[src/serial_reference_frame_decoder_assert.svh]
// ----------------------------------------------------------------------------
// serial reference frame decoder assertion macros
// clocked property wrappers shared by the decoder modules
// ----------------------------------------------------------------------------
`ifndef SERIAL_REFERENCE_FRAME_DECODER_ASSERT_SVH
`define SERIAL_REFERENCE_FRAME_DECODER_ASSERT_SVH

// same-cycle implication, checked outside reset
`define SRFD_ASSERT_NOW(label, clk, rst_n, ante, cons, msg) \
    label: assert property (@(posedge clk) disable iff (!rst_n) (ante) |-> (cons)) \
        else $error(msg);

// next-cycle implication, checked outside reset
`define SRFD_ASSERT_NEXT(label, clk, rst_n, ante, cons, msg) \
    label: assert property (@(posedge clk) disable iff (!rst_n) (ante) |=> (cons)) \
        else $error(msg);

`endif

[src/srfd_pkg.sv]
// ----------------------------------------------------------------------------
// srfd_pkg
// types and constants shared by the serial reference frame decoder
// ----------------------------------------------------------------------------
package srfd_pkg;

    localparam logic [7:0] HDR0    = 8'hFF;
    localparam logic [7:0] HDR1    = 8'h88;
    localparam logic [7:0] HDR2    = 8'h77;
    localparam logic [7:0] TRAILER = 8'h11;

    // frame byte count: header takes 0..2, payload 3..5, trailer at 6
    localparam logic [2:0] CNT_FIRST_PAYLOAD = 3'd3;
    localparam logic [2:0] CNT_TRAILER       = 3'd6;

    // offset that turns a floor division by 65535 into a ceiling division
    localparam logic signed [32:0] CEIL_ADJ = 33'sd65534;

    localparam int CFG_IDX_W  = 4;
    localparam int CFG_DATA_W = 16;

    localparam logic [CFG_IDX_W-1:0] CFG_REF_MIN = 4'd0;
    localparam logic [CFG_IDX_W-1:0] CFG_REF_MAX = 4'd1;

    localparam logic signed [15:0] REF_MIN_RESET = 16'sd0;
    localparam logic signed [15:0] REF_MAX_RESET = 16'sd32767;

    typedef enum logic [1:0] {
        PH_IDLE,
        PH_HDR1,
        PH_HDR2,
        PH_BODY
    } phase_t;

    typedef struct packed {
        logic [15:0] ref_raw;
        logic [7:0]  aux_byte;
    } frame_t;

endpackage

[src/srfd_parser.sv]
// ----------------------------------------------------------------------------
// srfd_parser
// byte-level frame parser: header match, payload capture, trailer check
// ----------------------------------------------------------------------------
`include "serial_reference_frame_decoder_assert.svh"

module srfd_parser
(
    input  logic            clk,
    input  logic            rst_n,
    input  logic            byte_valid,
    input  logic [7:0]      byte_data,
    input  logic            byte_ready,
    output logic            frame_valid,
    output srfd_pkg::frame_t frame
);
    import srfd_pkg::*;

    phase_t     phase_reg;
    phase_t     phase_next;
    logic [2:0] cnt_reg;
    logic [2:0] cnt_next;
    logic [7:0] store_reg [3];
    logic       store_we;
    logic [2:0] store_off;
    logic [1:0] store_idx;
    logic       byte_acc;
    logic       emit;

    assign byte_acc  = byte_valid && byte_ready;
    assign store_off = cnt_reg - CNT_FIRST_PAYLOAD;
    assign store_idx = store_off[1:0];

    always_ff @(posedge clk or negedge rst_n)
    begin
        if (!rst_n)
        begin
            phase_reg <= PH_IDLE;
            cnt_reg   <= 3'd0;
        end
        else
        begin
            phase_reg <= phase_next;
            cnt_reg   <= cnt_next;
        end
    end

    always_comb
    begin
        phase_next = phase_reg;
        cnt_next   = cnt_reg;
        store_we   = 1'b0;
        emit       = 1'b0;
        if (byte_acc)
        begin
            case (phase_reg)
                PH_IDLE:
                begin
                    if (byte_data == HDR0)
                    begin
                        phase_next = PH_HDR1;
                        cnt_next   = 3'd1;
                    end
                end
                PH_HDR1:
                begin
                    // a bad header byte is dropped, not taken as a fresh start
                    if (byte_data == HDR1)
                    begin
                        phase_next = PH_HDR2;
                        cnt_next   = 3'd2;
                    end
                    else
                    begin
                        phase_next = PH_IDLE;
                        cnt_next   = 3'd0;
                    end
                end
                PH_HDR2:
                begin
                    if (byte_data == HDR2)
                    begin
                        phase_next = PH_BODY;
                        cnt_next   = CNT_FIRST_PAYLOAD;
                    end
                    else
                    begin
                        phase_next = PH_IDLE;
                        cnt_next   = 3'd0;
                    end
                end
                PH_BODY:
                begin
                    if (cnt_reg >= CNT_FIRST_PAYLOAD && cnt_reg < CNT_TRAILER)
                    begin
                        store_we = 1'b1;
                        cnt_next = cnt_reg + 3'd1;
                    end
                    else
                    begin
                        // bad trailer drops the frame quietly
                        emit       = (cnt_reg == CNT_TRAILER) && (byte_data == TRAILER);
                        phase_next = PH_IDLE;
                        cnt_next   = 3'd0;
                    end
                end
                default:
                begin
                    phase_next = PH_IDLE;
                    cnt_next   = 3'd0;
                end
            endcase
        end
    end

    always_ff @(posedge clk)
    begin
        if (store_we)
        begin
            store_reg[store_idx] <= byte_data;
        end
    end

    assign frame_valid    = emit;
    assign frame.ref_raw  = {store_reg[1], store_reg[0]};
    assign frame.aux_byte = store_reg[2];

    `SRFD_ASSERT_NOW(a_idle_count, clk, rst_n, phase_reg == PH_IDLE, cnt_reg == 3'd0,
        "idle parser holds a nonzero byte count")
    `SRFD_ASSERT_NOW(a_body_count, clk, rst_n, phase_reg == PH_BODY,
        cnt_reg >= CNT_FIRST_PAYLOAD && cnt_reg <= CNT_TRAILER,
        "payload phase count out of frame range")
    `SRFD_ASSERT_NEXT(a_emit_idle, clk, rst_n, emit, phase_reg == PH_IDLE,
        "parser did not return to idle after a frame")

endmodule

[src/srfd_scale.sv]
// ----------------------------------------------------------------------------
// srfd_scale
// pipelined linear scaling of the raw code into signed q16.16
// ----------------------------------------------------------------------------
`include "serial_reference_frame_decoder_assert.svh"

module srfd_scale
(
    input  logic                    clk,
    input  logic                    rst_n,
    input  logic signed [15:0]      ref_min,
    input  logic signed [15:0]      ref_max,
    input  logic                    in_valid,
    output logic                    in_ready,
    input  srfd_pkg::frame_t        in_frame,
    output logic                    out_valid,
    input  logic                    out_ready,
    output srfd_pkg::frame_t        out_frame,
    output logic signed [31:0]      out_scaled
);
    import srfd_pkg::*;

    // stage 1: frame capture
    logic              s1_valid_reg;
    frame_t            s1_frame_reg;
    // stage 2: product raw * span
    logic              s2_valid_reg;
    frame_t            s2_frame_reg;
    logic signed [32:0] s2_p_reg;
    // stage 3: dividend for the floor division by 65535
    logic              s3_valid_reg;
    frame_t            s3_frame_reg;
    logic signed [32:0] s3_p_reg;
    logic [31:0]       s3_n_reg;
    logic              s3_neg_reg;
    // stage 4: quotient magnitude
    logic              s4_valid_reg;
    frame_t            s4_frame_reg;
    logic signed [32:0] s4_p_reg;
    logic [15:0]       s4_q_reg;
    logic              s4_neg_reg;
    // stage 5: result register
    logic              s5_valid_reg;
    frame_t            s5_frame_reg;
    logic signed [31:0] s5_scaled_reg;

    logic              rdy1;
    logic              rdy2;
    logic              rdy3;
    logic              rdy4;
    logic              rdy5;

    logic signed [16:0] span;
    logic signed [33:0] prod;
    logic signed [32:0] s2_p_next;
    logic signed [32:0] adj;
    logic [31:0]       s3_n_next;
    logic [31:0]       qsum;
    logic [15:0]       s4_q_next;
    logic signed [16:0] fq;
    logic [33:0]       total;
    logic signed [31:0] s5_scaled_next;
    logic signed [31:0] lim_lo;
    logic signed [31:0] lim_hi;

    assign rdy5 = !s5_valid_reg || out_ready;
    assign rdy4 = !s4_valid_reg || rdy5;
    assign rdy3 = !s3_valid_reg || rdy4;
    assign rdy2 = !s2_valid_reg || rdy3;
    assign rdy1 = !s1_valid_reg || rdy2;
    assign in_ready = rdy1;

    assign span      = {ref_max[15], ref_max} - {ref_min[15], ref_min};
    assign prod      = $signed({1'b0, s1_frame_reg.ref_raw}) * span;
    assign s2_p_next = prod[32:0];

    // floor(p / 65535) for negative p is -ceil(|p| / 65535)
    assign adj       = CEIL_ADJ - s2_p_reg;
    assign s3_n_next = s2_p_reg[32] ? adj[31:0] : s2_p_reg[31:0];

    // exact n / 65535 for n below 65535 * 65536
    assign qsum      = s3_n_reg + {16'h0000, s3_n_reg[31:16]} + 32'd1;
    assign s4_q_next = qsum[31:16];

    assign fq    = s4_neg_reg ? -$signed({1'b0, s4_q_reg}) : $signed({1'b0, s4_q_reg});
    assign total = {{2{ref_min[15]}}, ref_min, 16'h0000}
                 + {s4_p_reg[32], s4_p_reg}
                 + {{17{fq[16]}}, fq};
    assign s5_scaled_next = total[31:0];

    always_ff @(posedge clk or negedge rst_n)
    begin
        if (!rst_n)
        begin
            s1_valid_reg <= 1'b0;
            s2_valid_reg <= 1'b0;
            s3_valid_reg <= 1'b0;
            s4_valid_reg <= 1'b0;
            s5_valid_reg <= 1'b0;
        end
        else
        begin
            if (rdy1) s1_valid_reg <= in_valid;
            if (rdy2) s2_valid_reg <= s1_valid_reg;
            if (rdy3) s3_valid_reg <= s2_valid_reg;
            if (rdy4) s4_valid_reg <= s3_valid_reg;
            if (rdy5) s5_valid_reg <= s4_valid_reg;
        end
    end

    always_ff @(posedge clk)
    begin
        if (rdy1 && in_valid)
        begin
            s1_frame_reg <= in_frame;
        end
        if (rdy2 && s1_valid_reg)
        begin
            s2_frame_reg <= s1_frame_reg;
            s2_p_reg     <= s2_p_next;
        end
        if (rdy3 && s2_valid_reg)
        begin
            s3_frame_reg <= s2_frame_reg;
            s3_p_reg     <= s2_p_reg;
            s3_n_reg     <= s3_n_next;
            s3_neg_reg   <= s2_p_reg[32];
        end
        if (rdy4 && s3_valid_reg)
        begin
            s4_frame_reg <= s3_frame_reg;
            s4_p_reg     <= s3_p_reg;
            s4_q_reg     <= s4_q_next;
            s4_neg_reg   <= s3_neg_reg;
        end
        if (rdy5 && s4_valid_reg)
        begin
            s5_frame_reg  <= s4_frame_reg;
            s5_scaled_reg <= s5_scaled_next;
        end
    end

    assign out_valid  = s5_valid_reg;
    assign out_frame  = s5_frame_reg;
    assign out_scaled = s5_scaled_reg;

    assign lim_lo = (ref_min < ref_max) ? {ref_min, 16'h0000} : {ref_max, 16'h0000};
    assign lim_hi = (ref_min < ref_max) ? {ref_max, 16'h0000} : {ref_min, 16'h0000};

    `SRFD_ASSERT_NOW(a_full_when_stalled, clk, rst_n, !in_ready,
        s1_valid_reg && s2_valid_reg && s3_valid_reg && s4_valid_reg && s5_valid_reg,
        "input held back while the pipeline has a free slot")
    `SRFD_ASSERT_NOW(a_scaled_range, clk, rst_n, s5_valid_reg,
        s5_scaled_reg >= lim_lo && s5_scaled_reg <= lim_hi,
        "scaled reference outside the configured range")

endmodule

[src/serial_reference_frame_decoder.sv]
// ----------------------------------------------------------------------------
// serial_reference_frame_decoder
// finds ff 88 77 p0 p1 p2 11 frames in a byte stream and scales the reference
// ----------------------------------------------------------------------------
// Takes one received byte per clock on the slave stream. A frame with a good
// trailer yields one result on the master stream holding the raw 16-bit code
// ({p1, p0}), the third payload byte and ref_min + raw*(ref_max-ref_min)/65535
// as signed q16.16, rounded toward minus infinity. The result passes
// through a five-stage scaling pipeline (capture, multiply, dividend
// fix-up, quotient, final sum). The input side takes a byte every cycle
// and only stalls when all five stages hold frames that the master side
// has not yet taken. ref_min and ref_max are written through the cfg port,
// which is always ready; write them only while no frame is in flight.
module serial_reference_frame_decoder
(
    input  logic                              clk,
    input  logic                              rst_n,
    // configuration writes
    input  logic                              cfg_valid,
    output logic                              cfg_ready,
    input  logic [srfd_pkg::CFG_IDX_W-1:0]    cfg_index,
    input  logic [srfd_pkg::CFG_DATA_W-1:0]   cfg_data,
    // received bytes
    input  logic                              s_tvalid,
    output logic                              s_tready,
    input  logic [7:0]                        s_tdata,   // [7:0] rx_byte
    // decoded frames
    output logic                              m_tvalid,
    input  logic                              m_tready,
    output logic [55:0]                       m_tdata    // [15:0] ref_raw,
                                                         // [23:16] aux_byte,
                                                         // [55:24] ref_scaled
);
    import srfd_pkg::*;

    logic signed [15:0] ref_min_reg;
    logic signed [15:0] ref_max_reg;
    logic               frame_valid;
    frame_t             frame;
    frame_t             out_frame;
    logic signed [31:0] out_scaled;

    assign cfg_ready = 1'b1;

    always_ff @(posedge clk or negedge rst_n)
    begin
        if (!rst_n)
        begin
            ref_min_reg <= REF_MIN_RESET;
            ref_max_reg <= REF_MAX_RESET;
        end
        else if (cfg_valid && cfg_ready)
        begin
            case (cfg_index)
                CFG_REF_MIN: ref_min_reg <= $signed(cfg_data);
                CFG_REF_MAX: ref_max_reg <= $signed(cfg_data);
                default:     ;
            endcase
        end
    end

    srfd_parser u_parser
    (
        .clk         (clk),
        .rst_n       (rst_n),
        .byte_valid  (s_tvalid),
        .byte_data   (s_tdata),
        .byte_ready  (s_tready),
        .frame_valid (frame_valid),
        .frame       (frame)
    );

    srfd_scale u_scale
    (
        .clk        (clk),
        .rst_n      (rst_n),
        .ref_min    (ref_min_reg),
        .ref_max    (ref_max_reg),
        .in_valid   (frame_valid),
        .in_ready   (s_tready),
        .in_frame   (frame),
        .out_valid  (m_tvalid),
        .out_ready  (m_tready),
        .out_frame  (out_frame),
        .out_scaled (out_scaled)
    );

    assign m_tdata = {out_scaled, out_frame.aux_byte, out_frame.ref_raw};

endmodule

[config.mk]
export PLATFORM = sky130hd
export DESIGN_NAME = serial_reference_frame_decoder
export DESIGN_NICKNAME = d
export VERILOG_FILES = /design/src/srfd_pkg.sv /design/src/srfd_parser.sv /design/src/srfd_scale.sv /design/src/serial_reference_frame_decoder.sv
export VERILOG_INCLUDE_DIRS = /design/src /design/src/src
export SDC_FILE = /design/constraint.sdc
export NUM_CORES = 1
export LEC_CHECK = 0
export BUFFER_PORTS_ARGS = -buffer_cell sky130_fd_sc_hd__clkbuf_2
export CORE_AREA = 2 2 242 196
export CTS_BUF_LIST = sky130_fd_sc_hd__clkbuf_2
export DETAILED_ROUTE_END_ITERATION = 8
export DIE_AREA = 0 0 244 198
export PLACE_DENSITY = 0.71
export SETUP_SLACK_MARGIN = 0.4
export SYNTH_ARGS = -nofsm -noshare
export SYNTH_HDL_FRONTEND = slang
export SYNTH_SLANG_ARGS = --single-unit
[constraint.sdc]
create_clock -name clk -period 13.3 [get_ports clk]
set_input_delay 1.33 -clock clk [delete_from_list [all_inputs] [get_ports clk]]
set_output_delay 1.33 -clock clk [all_outputs]
set_load 0.005 [all_outputs]
==> run metrics <==
Seq cells post-synth 364; met3 Use GR 5.19%; Root Driver clkbuf_2; CP Launch Type flop; cell area after synthesis 25100 sq um; Core Area roughly 46000 sq um; first-pass GRT wire length 87100 microns; Layout area overhead 8.15%; Nets 2742; Initial Util between 50% and 60%; I/O Pins between 90 and 100; syn nets ~2600; via count 16100; Num CTS Buffers 89; top cell type's share of synthesized area 38.6%; clk_lat worst skew 1100 ps; 1st-iter DRT viols 1375; Crit path required time 14090 ps; Final setup viols 0; synthesized area per cell 11.8 sq um; final WL 54400 microns; global route total overflow 0; synthesized instance count 2129; crit end category flop; post-CTS sizing 0; post-route minimum period 9220 ps; max reg flops 33; share of cells above drive strength 1 between 10% and 20%; sequential area share after synthesis between 40 and 50%; Critical Path AT 10000 ps; most frequent CP cell fa_1; Async SR Flop Fraction 11.5%; # port buffers 90; wire per inst 18.4 microns; die width between 200 and 250 microns; H-tree Lvls 3; GR Util met1 ~33%; vias in the first global route roughly 17000; Worst Reg-to-Reg Cells 28; Worst-path clk slew 110 ps; Worst path slowest cell xor2_1; # rows 71; max cap viols 1; CTS tree built; largest cells by area after synthesis edfxtp_1, fa_1, ha_1, inv_1, xnor2_1; synth warn 0; CP Max Fanout 16; RSZ-0062 raised after global routing no; R2R Path Start ref_max_reg[0]; initial antenna violation count 2; Antenna Violating Nets Remaining 0; vias per cell 5.43; WS Path Type reg2reg; clk sink count 364; fmax 109 MHz; RePlAce Congestion around 0.91; busiest layer in global routing met2; most instantiated cells after synthesis inv_1, edfxtp_1, fa_1; die height 198 microns; Fin Setup TNS 0 ps; Crit. Startpoint ref_max_reg[0]; class of the worst hold path in2async; actual slew at the worst max-slew pin approximately 1500 ps; count leader, synth inv_1; Slew Viols, Final 0; DR pass1 iterations 5; pin count of the biggest net entering global routing 73; Post-route DRC 0; Overall Global Routing Usage a little under a quarter; met2 usage between 30% and 40%; Final Hold Vio Count 0; max_slew headroom 0.253%; clock buffer depth 3; CTS Hold Bufs 0; Synth area leader edfxtp_1; Crit path largest cell delay approximately 1200 ps; postcts setup bufs 0; skew final 127 ps; Total Die Area about 48000 sq um; failing checks capacitance limit; main flop type after synthesis edfxtp_1; Post-synth EDFFs 322; DPL Wire Length 40800 microns; Yosys cell types 71; Final period util around 69%; outcome complete, but fails checks
-- routing by layer --
layer	share of wire (%)	routed length, microns	up-vias
met5	0	0	-
met4	2.3	1260	0
met3	7.8	4220	92
met2	45	24500	575
met1	45	24400	7954
li1	-	-	7469
-- final cells by class --
type / instances / area (sq um)
inverter: 323 / 1210
sequential: 364 / 10700
fill: 3755 / 19200
timing repair buffer: 109 / 593
tap: 620 / 776
clock buffer: 135 / 676
multi-input combinational: 1388 / 13000
clock inverter: 21 / 148
antenna: 1 / 2.50
-- layout by cell type, fill, tap and decap left out, types with 4 or more instances in the layout --
cell type,instances
inv_1,323
edfxtp_1,322
fa_1,226
clkbuf_2,225
nand2_1,222
ha_1,208
xnor2_1,103
and2_1,71
o21ai_0,64
a21oi_1,59
nor2_1,54
nor2b_1,43
nand3_1,33
and3_1,28
a21o_1,27
dfrtp_1,27
xor2_1,22
nor3_1,21
buf_4,19
nand2b_1,18
mux2_2,17
dfstp_2,15
o21a_1,14
or2_2,12
o31ai_1,12
nor3b_1,11
clkinv_1,10
a211oi_1,9
o21bai_1,8
a31oi_1,7
o211ai_1,7
nand4_1,7
or3b_2,6
o41ai_1,5
a31o_2,4
clkinv_2,4
-- worst max-delay path: cells and delay by family, from the launching register on --
family                   cells  cell delay, ps
AO/OA/AOI/OAI                6            1450
buffers and inverters        6             340
AND/OR/NAND/NOR              5             930
flip-flops                   1             540
adder cells (fa/ha/maj)      9            4140
XOR/XNOR                     2            1540
-- final timing paths --
kind,end,slack [ps]
worst max register to register,u_scale.s2_p_reg[32],4080
min in group clk,u_scale.s4_p_reg[3],370
worst max-delay path,u_scale.s2_p_reg[32],4080
worst min-delay path,ref_min_reg[3],350
max in group asynchronous,ref_min_reg[4],12430
worst min register to register,u_scale.s4_p_reg[3],370
-- logic make-up after synthesis --
group                      synth area share [%]
xor gates and xnor gates                   4.60
other                                    0.0150
DFF                                        42.8
and+or+nand+nor                            10.9
adders and majority gates                  28.4
AOI/OAI and AO/OA                          6.65
muxes                                     0.884
buffers and inverters                      5.67
-- metrics by stage --
step | setup slack, ps | area, sq um | hold WS (ps) | cells | util [%]
final | 4080 | 27100 | 355 | 2961 | 58.6
after global routing | 3580 | 27100 | 315 | 2961 | 58.6
after CTS | 4160 | 27100 | 246 | 2960 | 58.6
after detailed placement | 4240 | 26300 | 405 | 2804 | 56.8
after global placement | 4490 | 26300 | 402 | 2804 | 56.8
after floorplan | 5430 | 25100 | 400 | 2129 | -
Power is left out: the tool's default activity adds up to more than one toggle a clock period on the data nets, which glitch-free logic cannot reach.
